--- src/hdl/llsw_pkg.sv ---
// Types, constants and the score log constant function of the light level block.
package llsw_pkg;

  localparam int LUX_W       = 21;
  localparam int SCORE_W     = 15;
  localparam int FILL_W      = 6;
  localparam int LOG_IN_W    = 18;
  localparam int LUX_CLAMP   = 160000;
  localparam int LOG_OFFSET  = 16;
  localparam int LOG_N_BASE  = 4;
  localparam int LOG_MSB     = 30;
  localparam int FRAC_BITS   = 24;
  localparam int EXP_W       = 4;
  localparam int LOG_W       = EXP_W + FRAC_BITS;
  localparam int SCORE_FULL  = 25600;
  localparam int NUM_W       = 44;
  localparam int DIV_W       = 28;
  localparam int QUO_W       = 21;
  localparam int STEP_W      = 5;
  localparam int MEAN_STEPS  = LUX_W;
  localparam int SCORE_STEPS = SCORE_W;

  localparam logic REQ_READING = 1'b0;
  localparam logic REQ_CLOSE   = 1'b1;

  typedef struct packed {
    logic             req_type;
    logic [LUX_W-1:0] lux_q4;
  } in_beat_t;

  typedef struct packed {
    logic [LUX_W-1:0]   period_lux_q4;
    logic [SCORE_W-1:0] period_score_q8;
    logic [SCORE_W-1:0] window_mean_q8;
    logic [FILL_W-1:0]  window_fill;
  } out_beat_t;

  typedef struct packed {
    logic              start;
    logic [STEP_W-1:0] steps;
    logic [DIV_W-1:0]  rem_init;
    logic [QUO_W-1:0]  low_bits;
    logic [DIV_W-1:0]  divisor;
  } div_req_t;

  function automatic logic [63:0] lg_q24(input logic [31:0] x);
    logic [63:0] m;
    logic [63:0] acc;
    int          n;
    n = 0;
    for (int i = 0; i < 31; i++) begin
      if ((x >> (i + 1)) != 0) n = i + 1;
    end
    m   = (64'(x) << 30) >> n;
    acc = 64'(n) << FRAC_BITS;
    for (int i = FRAC_BITS - 1; i >= 0; i--) begin
      m = (m * m) >> 30;
      if (m >= (64'd2 << 30)) begin
        m      = m >> 1;
        acc[i] = 1'b1;
      end
    end
    return acc;
  endfunction

  localparam logic [63:0] LG_BASE    = lg_q24(32'd16);
  localparam logic [63:0] LG_TOP     = lg_q24(32'd160016);
  localparam logic [63:0] SCORE_DEN  = LG_TOP - LG_BASE;
  localparam logic [63:0] SCORE_HALF = SCORE_DEN >> 1;

endpackage

--- src/hdl/llsw_stream_if.sv ---
// Valid/ready stream channel carrying one payload beat.
interface llsw_stream_if #(
  parameter type payload_t = logic
) ();
  logic     valid;
  logic     ready;
  payload_t payload;

  modport source (output valid, output payload, input ready);
  modport sink (input valid, input payload, output ready);
endinterface

--- src/hdl/light_level_log_score_window_average.sv ---
// Light level period averager with log score and score window mean.
//
//  channel  dir  beat fields
//  sample   in   req_type, lux_q4
//  result   out  period_lux_q4, period_score_q8, window_mean_q8, window_fill
//
// Reading beats are taken back to back while idle. A close runs the shared serial
// divider for 21 + 15 + 15 steps (mean, score, window mean) and the log unit for
// 24 squarings; a zero mean skips log and score, an empty period also the mean.
// Reset clears sums, counts, window total, fill and slot; ring contents stay.
// A stalled result holds in the output register; readings are still taken,
// and a later close waits at its end until that register frees.
module light_level_log_score_window_average #(
  parameter int WINDOW_DEPTH = 60,
  parameter int MAX_READINGS = 16
) (
  input logic            clk,
  input logic            rst,
  llsw_stream_if.sink    sample,
  llsw_stream_if.source  result
);
  import llsw_pkg::*;

  localparam int CNT_W  = $clog2(MAX_READINGS + 1);
  localparam int SUM_W  = LUX_W + CNT_W;
  localparam int HELD_W = $clog2(WINDOW_DEPTH + 1);
  localparam int TOT_W  = SCORE_W + HELD_W;

  typedef enum logic [9:0] {
    S_IDLE   = 10'b0000000001,
    S_MEAN   = 10'b0000000010,
    S_LOG_GO = 10'b0000000100,
    S_LOG    = 10'b0000001000,
    S_NUM    = 10'b0000010000,
    S_SCORE  = 10'b0000100000,
    S_PUSH   = 10'b0001000000,
    S_WIN    = 10'b0010000000,
    S_WMEAN  = 10'b0100000000,
    S_EMIT   = 10'b1000000000
  } state_t;

  state_t              state;
  state_t              state_next;
  logic [SUM_W-1:0]    sum;
  logic [CNT_W-1:0]    count;
  logic [LUX_W-1:0]    mean;
  logic [LOG_IN_W-1:0] vq;
  logic [NUM_W-1:0]    num;
  logic [SCORE_W-1:0]  score;
  logic [SCORE_W-1:0]  wmean;
  logic                out_valid;
  out_beat_t           out_data;

  logic                accept;
  logic                close;
  logic                emit_go;
  logic [LOG_IN_W-1:0] quo_clamped;

  div_req_t            div_req;
  logic                div_done;
  logic [QUO_W-1:0]    div_quo;
  logic                log_start;
  logic                log_done;
  logic [LOG_W-1:0]    log_diff;
  logic                win_push;
  logic                win_done;
  logic [TOT_W-1:0]    win_total;
  logic [HELD_W-1:0]   win_held;

  assign sample.ready   = state == S_IDLE;
  assign accept         = sample.valid && sample.ready;
  assign close          = sample.payload.req_type == REQ_CLOSE;
  assign emit_go        = (state == S_EMIT) && (!out_valid || result.ready);
  assign result.valid   = out_valid;
  assign result.payload = out_data;
  assign log_start      = (state == S_LOG_GO) && (mean != '0);
  assign win_push       = state == S_PUSH;
  assign quo_clamped    = (div_quo > QUO_W'(LUX_CLAMP)) ? LOG_IN_W'(LUX_CLAMP)
                                                        : div_quo[LOG_IN_W-1:0];

  llsw_divider u_divider (
    .clk  (clk),
    .rst  (rst),
    .req  (div_req),
    .done (div_done),
    .quo  (div_quo)
  );

  llsw_log2 u_log2 (
    .clk   (clk),
    .rst   (rst),
    .start (log_start),
    .v     (vq),
    .done  (log_done),
    .diff  (log_diff)
  );

  llsw_window #(
    .DEPTH (WINDOW_DEPTH)
  ) u_window (
    .clk   (clk),
    .rst   (rst),
    .push  (win_push),
    .score (score),
    .done  (win_done),
    .total (win_total),
    .held  (win_held)
  );

  always_comb begin
    div_req = '0;
    case (state)
      S_IDLE: begin
        div_req.start    = accept && close && (count != '0);
        div_req.steps    = STEP_W'(MEAN_STEPS);
        div_req.rem_init = DIV_W'(sum >> LUX_W);
        div_req.low_bits = sum[LUX_W-1:0];
        div_req.divisor  = DIV_W'(count);
      end
      S_NUM: begin
        div_req.start    = 1'b1;
        div_req.steps    = STEP_W'(SCORE_STEPS);
        div_req.rem_init = DIV_W'(num >> SCORE_STEPS);
        div_req.low_bits = {num[SCORE_STEPS-1:0], {(QUO_W - SCORE_STEPS){1'b0}}};
        div_req.divisor  = SCORE_DEN[DIV_W-1:0];
      end
      S_WIN: begin
        div_req.start    = win_done;
        div_req.steps    = STEP_W'(SCORE_STEPS);
        div_req.rem_init = DIV_W'(win_total >> SCORE_W);
        div_req.low_bits = {win_total[SCORE_W-1:0], {(QUO_W - SCORE_W){1'b0}}};
        div_req.divisor  = DIV_W'(win_held);
      end
      default: div_req = '0;
    endcase
  end

  always_comb begin
    state_next = state;
    case (state)
      S_IDLE:   if (accept && close) state_next = (count != '0) ? S_MEAN : S_LOG_GO;
      S_MEAN:   if (div_done) state_next = S_LOG_GO;
      S_LOG_GO: state_next = (mean == '0) ? S_PUSH : S_LOG;
      S_LOG:    if (log_done) state_next = S_NUM;
      S_NUM:    state_next = S_SCORE;
      S_SCORE:  if (div_done) state_next = S_PUSH;
      S_PUSH:   state_next = S_WIN;
      S_WIN:    if (win_done) state_next = S_WMEAN;
      S_WMEAN:  if (div_done) state_next = S_EMIT;
      S_EMIT:   if (emit_go) state_next = S_IDLE;
      default:  state_next = S_IDLE;
    endcase
  end

  always_ff @(posedge clk) begin
    if (rst) begin
      state     <= S_IDLE;
      sum       <= '0;
      count     <= '0;
      out_valid <= 1'b0;
    end else begin
      state <= state_next;
      if (emit_go) out_valid <= 1'b1;
      else if (result.ready) out_valid <= 1'b0;
      if (accept) begin
        if (close) begin
          sum   <= '0;
          count <= '0;
        end else if (count < CNT_W'(MAX_READINGS)) begin
          sum   <= sum + SUM_W'(sample.payload.lux_q4);
          count <= count + CNT_W'(1);
        end
      end
    end
  end

  always_ff @(posedge clk) begin
    case (state)
      S_IDLE: begin
        if (accept && close && (count == '0)) begin
          mean <= '0;
          vq   <= LOG_IN_W'(LOG_OFFSET);
        end
      end
      S_MEAN: begin
        if (div_done) begin
          mean <= div_quo;
          vq   <= quo_clamped + LOG_IN_W'(LOG_OFFSET);
        end
      end
      S_LOG_GO: if (mean == '0) score <= '0;
      S_LOG: begin
        if (log_done) begin
          num <= NUM_W'(log_diff) * NUM_W'(SCORE_FULL) + NUM_W'(SCORE_HALF);
        end
      end
      S_SCORE: begin
        if (div_done) begin
          score <= (div_quo > QUO_W'(SCORE_FULL)) ? SCORE_W'(SCORE_FULL)
                                                   : div_quo[SCORE_W-1:0];
        end
      end
      S_WMEAN: if (div_done) wmean <= div_quo[SCORE_W-1:0];
      S_EMIT: begin
        if (emit_go) begin
          out_data.period_lux_q4   <= mean;
          out_data.period_score_q8 <= score;
          out_data.window_mean_q8  <= wmean;
          out_data.window_fill     <= FILL_W'(win_held);
        end
      end
      default: ;
    endcase
  end
endmodule

--- src/hdl/llsw_divider.sv ---
// Bit-serial restoring divider, one quotient bit per cycle.
module llsw_divider (
  input  logic                        clk,
  input  logic                        rst,
  input  llsw_pkg::div_req_t          req,
  output logic                        done,
  output logic [llsw_pkg::QUO_W-1:0]  quo
);
  import llsw_pkg::*;

  logic [DIV_W-1:0]  rem;
  logic [QUO_W-1:0]  low;
  logic [DIV_W-1:0]  divisor;
  logic [STEP_W-1:0] cnt;
  logic              busy;
  logic [DIV_W:0]    rem_ext;
  logic [DIV_W:0]    rem_sub;
  logic              ge;

  always_comb begin
    rem_ext = {rem, low[QUO_W-1]};
    rem_sub = rem_ext - {1'b0, divisor};
    ge      = rem_ext >= {1'b0, divisor};
  end

  always_ff @(posedge clk) begin
    if (rst) begin
      busy <= 1'b0;
      done <= 1'b0;
      cnt  <= '0;
    end else begin
      done <= busy && !req.start && (cnt == STEP_W'(1));
      if (req.start) begin
        busy <= 1'b1;
        cnt  <= req.steps;
      end else if (busy) begin
        cnt <= cnt - STEP_W'(1);
        if (cnt == STEP_W'(1)) busy <= 1'b0;
      end
    end
  end

  always_ff @(posedge clk) begin
    if (req.start) begin
      rem     <= req.rem_init;
      low     <= req.low_bits;
      divisor <= req.divisor;
      quo     <= '0;
    end else if (busy) begin
      rem <= ge ? rem_sub[DIV_W-1:0] : rem_ext[DIV_W-1:0];
      low <= low << 1;
      quo <= {quo[QUO_W-2:0], ge};
    end
  end
endmodule

--- src/hdl/llsw_log2.sv ---
// Serial log2 unit: one fraction bit per squaring step.
module llsw_log2 (
  input  logic                          clk,
  input  logic                          rst,
  input  logic                          start,
  input  logic [llsw_pkg::LOG_IN_W-1:0] v,
  output logic                          done,
  output logic [llsw_pkg::LOG_W-1:0]    diff
);
  import llsw_pkg::*;

  logic [4:0]           lead;
  logic [LOG_MSB:0]     m_init;
  logic [LOG_MSB:0]     m;
  logic [2*LOG_MSB+1:0] sq;
  logic [LOG_MSB+1:0]   t;
  logic [EXP_W-1:0]     expo;
  logic [FRAC_BITS-1:0] frac;
  logic [STEP_W-1:0]    cnt;
  logic                 busy;

  always_comb begin
    lead = '0;
    for (int i = 0; i < LOG_IN_W; i++) begin
      if (v[i]) lead = 5'(i);
    end
    m_init = (LOG_MSB + 1)'(v) << (5'(LOG_MSB) - lead);
    sq     = m * m;
    t      = sq[2*LOG_MSB+1:LOG_MSB];
  end

  assign diff = {expo, frac};

  always_ff @(posedge clk) begin
    if (rst) begin
      busy <= 1'b0;
      done <= 1'b0;
      cnt  <= '0;
    end else begin
      done <= busy && !start && (cnt == STEP_W'(1));
      if (start) begin
        busy <= 1'b1;
        cnt  <= STEP_W'(FRAC_BITS);
      end else if (busy) begin
        cnt <= cnt - STEP_W'(1);
        if (cnt == STEP_W'(1)) busy <= 1'b0;
      end
    end
  end

  always_ff @(posedge clk) begin
    if (start) begin
      m    <= m_init;
      expo <= EXP_W'(lead - 5'(LOG_N_BASE));
      frac <= '0;
    end else if (busy) begin
      m    <= t[LOG_MSB+1] ? t[LOG_MSB+1:1] : t[LOG_MSB:0];
      frac <= {frac[FRAC_BITS-2:0], t[LOG_MSB+1]};
    end
  end
endmodule

--- src/hdl/llsw_window.sv ---
// Ring of recent scores with running total and fill count.
module llsw_window #(
  parameter int  DEPTH  = 60,
  localparam int HELD_W = $clog2(DEPTH + 1),
  localparam int TOT_W  = llsw_pkg::SCORE_W + HELD_W
) (
  input  logic                         clk,
  input  logic                         rst,
  input  logic                         push,
  input  logic [llsw_pkg::SCORE_W-1:0] score,
  output logic                         done,
  output logic [TOT_W-1:0]             total,
  output logic [HELD_W-1:0]            held
);
  import llsw_pkg::*;

  localparam int SLOT_W = (DEPTH > 1) ? $clog2(DEPTH) : 1;

  logic [SCORE_W-1:0] ring [DEPTH];
  logic [SCORE_W-1:0] rd;
  logic [SCORE_W-1:0] score_q;
  logic [SLOT_W-1:0]  slot;
  logic               pend;
  logic               full;

  assign full = held == HELD_W'(DEPTH);

  always_ff @(posedge clk) begin
    if (push) begin
      rd      <= ring[slot];
      score_q <= score;
    end
    if (pend) ring[slot] <= score_q;
  end

  always_ff @(posedge clk) begin
    if (rst) begin
      pend  <= 1'b0;
      done  <= 1'b0;
      slot  <= '0;
      held  <= '0;
      total <= '0;
    end else begin
      pend <= push;
      done <= pend;
      if (pend) begin
        if (full) begin
          total <= total - TOT_W'(rd) + TOT_W'(score_q);
        end else begin
          total <= total + TOT_W'(score_q);
          held  <= held + HELD_W'(1);
        end
        slot <= (slot == SLOT_W'(DEPTH - 1)) ? '0 : slot + SLOT_W'(1);
      end
    end
  end
endmodule

--- src/flat_wrapper.sv ---
// flat-port wrapper written by rule: the top's interface ports become plain ports
module light_level_log_score_window_average_flat import llsw_pkg::*;
#(
  parameter int WINDOW_DEPTH = 60,
  parameter int MAX_READINGS = 16
)
  (clk, rst, sample_valid, sample_payload, sample_ready, result_valid, result_payload, result_ready);
  llsw_stream_if #(.payload_t(in_beat_t)) sample_i ();
  llsw_stream_if #(.payload_t(out_beat_t)) result_i ();
  input logic clk;
  input logic rst;
  input wire logic [$bits(sample_i.valid)-1:0] sample_valid;
  input wire logic [$bits(sample_i.payload)-1:0] sample_payload;
  output wire logic [$bits(sample_i.ready)-1:0] sample_ready;
  output wire logic [$bits(result_i.valid)-1:0] result_valid;
  output wire logic [$bits(result_i.payload)-1:0] result_payload;
  input wire logic [$bits(result_i.ready)-1:0] result_ready;
  assign sample_i.valid = sample_valid;
  assign sample_i.payload = sample_payload;
  assign sample_ready = sample_i.ready;
  assign result_valid = result_i.valid;
  assign result_payload = result_i.payload;
  assign result_i.ready = result_ready;
  light_level_log_score_window_average #(.WINDOW_DEPTH(WINDOW_DEPTH), .MAX_READINGS(MAX_READINGS)) u_core (.clk(clk), .rst(rst), .sample(sample_i), .result(result_i));
endmodule
--- config.mk ---
export PLATFORM = sky130hd
export DESIGN_NAME = light_level_log_score_window_average_flat
export DESIGN_NICKNAME = d
export VERILOG_FILES = /design/src/hdl/llsw_pkg.sv /design/src/hdl/llsw_stream_if.sv /design/src/hdl/light_level_log_score_window_average.sv /design/src/hdl/llsw_divider.sv /design/src/hdl/llsw_log2.sv /design/src/hdl/llsw_window.sv /design/src/flat_wrapper.sv
export SDC_FILE = /design/constraint.sdc
export NUM_CORES = 2
export LEC_CHECK = 0
export BUFFER_PORTS_ARGS = -buffer_cell sky130_fd_sc_hd__buf_4
export CAP_MARGIN = 0
export CORE_AREA = 2 2 424 426
export CTS_BUF_LIST = sky130_fd_sc_hd__clkbuf_8
export DETAILED_ROUTE_END_ITERATION = 10
export DIE_AREA = 0 0 426 428
export GPL_TIMING_DRIVEN = 0
export PLACE_DENSITY = 0.66
export SYNTH_ARGS = -nofsm -noshare
export SYNTH_HDL_FRONTEND = slang
export SYNTH_HIERARCHICAL = 1
export SYNTH_SLANG_ARGS = --single-unit
--- constraint.sdc ---
create_clock -name clk -period 19.8 [get_ports clk]
set_clock_uncertainty 0.05 [all_clocks]
set_input_delay 0 -clock clk [delete_from_list [all_inputs] [get_ports clk]]
set_output_delay 0 -clock clk [all_outputs]
set_load 0.03 [all_outputs]
==> results.md <==
* Outcome: finished with violations
* Failing checks: capacitance limit, slew limit
* Hold Vio Cnt, Final at 0
* Number of global-route vias before repair at 63000
* Mean Syn Cell Area at 11.8 µm²
* Site Rows at 155
* Final setup viols at 0
* Asr flop ratio synth at 0%
* Residual DRC count at 0
* Clock Latency Late Sink at 0.96 ns
* CP max stage cell: clkbuf_1
* Most common cell after layout, fill and taps aside: inv_1
* Crit path launch type: flip-flop
* Fmax at 92.6 MHz
* Max Cap Viol at 3
* Initial Utilization at 49.8%
* CTS tree: built
* Top delay family on crit path: adder cells
* Count of state elements after synthesis at 1337
* Post-DP HPWL at 212000 µm
* Via density at 6.01
* Drt wl/cell at 27.3 µm
* Largest net degree at the start of global routing at 50
* Iteration-0 DRC Markers at 7595
* Slew Viols, Final at 24
* WS Path Type: reg -> reg
* Die area at 182000 µm²
* Global route overflow at 0
* Final critical-path share of the clock period at 54.6%
* Deepest level of the CTS H-tree at 4
* Inserted Clock Buffers at 197
* Commonest non-fill, non-tap cells in the layout: 1330 x inv_1, 1201 x edfxtp_1, 790 x fa_1
* Worst path buffer plus inverter count at 9
* Layout area overhead at 11.2%
* Slew Limit Headroom at -4.66%
* Clock-pin slew on the worst setup and hold paths at 0.07 ns
* Via count at 62700
* CP Capture Type: flip-flop
* Tmin final at 10.80 ns
* Netlist area before placement at 88500 µm²
* Crit Path Max Fanout at 11
* CP max stage delay at 0.90 ns
* Boundary Pins at 85
* Top sig layer: met5
* Core outline area at 178000 µm²
* Req. time, crit path at 20.44 ns
* TNS Setup at 0 ns
* Syn Inst Count at 7473
* Slew @ Worst Pin at 1.57 ns
* Critical Path AT at 11.45 ns
* Placed cell area at 94200 µm²
* Post-DRT Antenna Nets at 0
* WL met2 at 129000 µm
* Wire length on met1 at 110000 µm
* First-pass DRT Iterations at 8
* Placer congestion estimate at 0.996
* RSZ-0062 raised after global routing: no
* CTS sink count at 1337
* Buffers on Ports at 83
* EDFF count, synth at 1201
* Top FF cell, synth: edfxtp_1
* Yosys warns at 6
* Die X at 426 µm
* CTS Root Cell: clkbuf_8
* HP Class: in -> reg
* Cell variety after synth at 119
* Detailed Route WL at 285000 µm
* Clock tree buffer depth at 3
* Met3 WL post-DR at 29100 µm
* Post-synthesis sequential area ratio at 43.8%
* First-pass GRT wire length at 415000 µm
* Layout cells sized above 1 at 10.0%
* Nets@finish at 9187
* Initial antenna violation count at 12
* Die Y at 428 µm
* Most frequent CP cell: fa_1
* Tot GR Track Use at 31.2%
* Final instance area at 98400 µm²
synth_stat cells (21+ instances only):
cell	count	area share, %
a211oi_1	63	0.53
a21o_1	62	0.53
a21oi_1	302	1.7
a221oi_1	74	0.73
a22o_1	43	0.43
a22oi_1	147	1.2
a31oi_1	40	0.28
and2_1	271	1.9
and3_1	36	0.25
buf_1	24	0.10
buf_2	58	0.33
clkbuf_1	227	0.96
dfxtp_1	136	3.1
edfxtp_1	1201	41
fa_1	790	18
ha_1	461	6.5
inv_1	1260	5.3
mux2_2	78	0.99
mux2i_1	146	1.7
mux4_2	72	1.8
nand2_1	482	2.0
nand2b_1	23	0.16
nand3_1	65	0.37
nand4_1	36	0.25
nor2_1	394	1.7
nor2b_1	43	0.30
nor3_1	60	0.34
nor4_1	29	0.21
o211ai_1	27	0.23
o21a_1	24	0.20
o21ai_0	126	0.71
o21ai_1	41	0.23
o22ai_1	43	0.30
or2_2	21	0.15
or3_1	26	0.18
xnor2_1	121	1.2
xor2_1	77	0.76
registers in the layout (all words and copies together) (netlist names), 18 cells and up:
signal,count
u_core/num,33
u_core/u_log2/frac,24
u_core/u_log2/m,31
u_core/sum,26
u_core/mean,21
u_core/u_window/total,21
u_core/vq,18
u_core/u_divider/rem,28
u_core/u_divider/low,21
u_core/u_window/ring,900
u_core/u_divider/divisor,28
u_core/result.payload,57
u_core/u_divider/quo,21
final timing paths:
| check | end | slack [ns] | depth (start not counted) | from |
|---|---|---|---|---|
| setup reg to reg | u_core/u_log2/m[8] | 9.00 | 29 | u_core/u_log2/m[26] |
| hold / removal | u_core/sum[19] | 0.17 | 6 | sample_payload[19] |
| setup / recovery | u_core/u_log2/m[8] | 9.00 | 29 | u_core/u_log2/m[26] |
| hold reg to reg | u_core/result.payload[20] | 0.36 | 0 | u_core/wmean[14] |
metal layers:
layer,global-route usage [%],vias up
li1,-,26600
met1,41.7,31600
met2,48.2,3642
met3,6.07,802
met4,16.7,6
met5,0,-
repair_timing:
item                      in CTS  in global routing
resized for setup              0                  0
buffers inserted               0                  0
hold endpoints to repair      84                  0
hold buffers                  49                  0
per-stage QoR:
step / worst slack [ns] / hold slack [ns] / util (%) / std cells
floorplan: 11.82 / 0.0191 / - / 7483
global placement: 9.48 / 0.302 / 51.8 / 9921
detailed placement: 9.34 / 0.316 / 53.0 / 10000
CTS: 9.30 / 0.0913 / 55.4 / 10400
global route: 8.62 / 0.204 / 55.4 / 10400
finish: 9.00 / 0.173 / 55.4 / 10400
layout make-up:
type	count	area, µm²
Fill cell	15200	79200
Multi-Input combinational cell	4555	43700
Clock inverter	158	980
Buffer	329	1430
Tap cell	2355	2950
Inverter	1262	4740
Clock buffer	202	2780
Timing Repair Buffer	228	3010
Antenna cell	10	25.0
Sequential cell	1337	38800
worst reg2reg max path: cells and delay by family, from the launching register on:
kind                     cells  cell delay (ns)
AND/OR/NAND/NOR              6             1.24
flip-flops                   1             0.44
adder cells (fa/ha/maj)      9             4.45
AO/OA/AOI/OAI                5             1.78
buffers and inverters        9             2.61
logic make-up (layout without fill, tap and decap cells):
| family | after synthesis | after routing | share of synthesized area, % |
|---|---|---|---|
| AND/OR/NAND/NOR | 1573 | 1573 | 8.72 |
| adder cells (fa/ha/maj) | 1251 | 1251 | 24.4 |
| XOR/XNOR | 200 | 200 | 2.00 |
| AO/OA/AOI/OAI | 1214 | 1214 | 9.48 |
| other | 1 | 21 | 0.00424 |
| flip-flops | 1337 | 1337 | 43.8 |
| buffers and inverters | 1591 | 2179 | 6.97 |
| multiplexers | 306 | 306 | 4.61 |
Power is not shown: default switching activity piles up to over one toggle a cycle in this logic, so the estimate is an artifact.
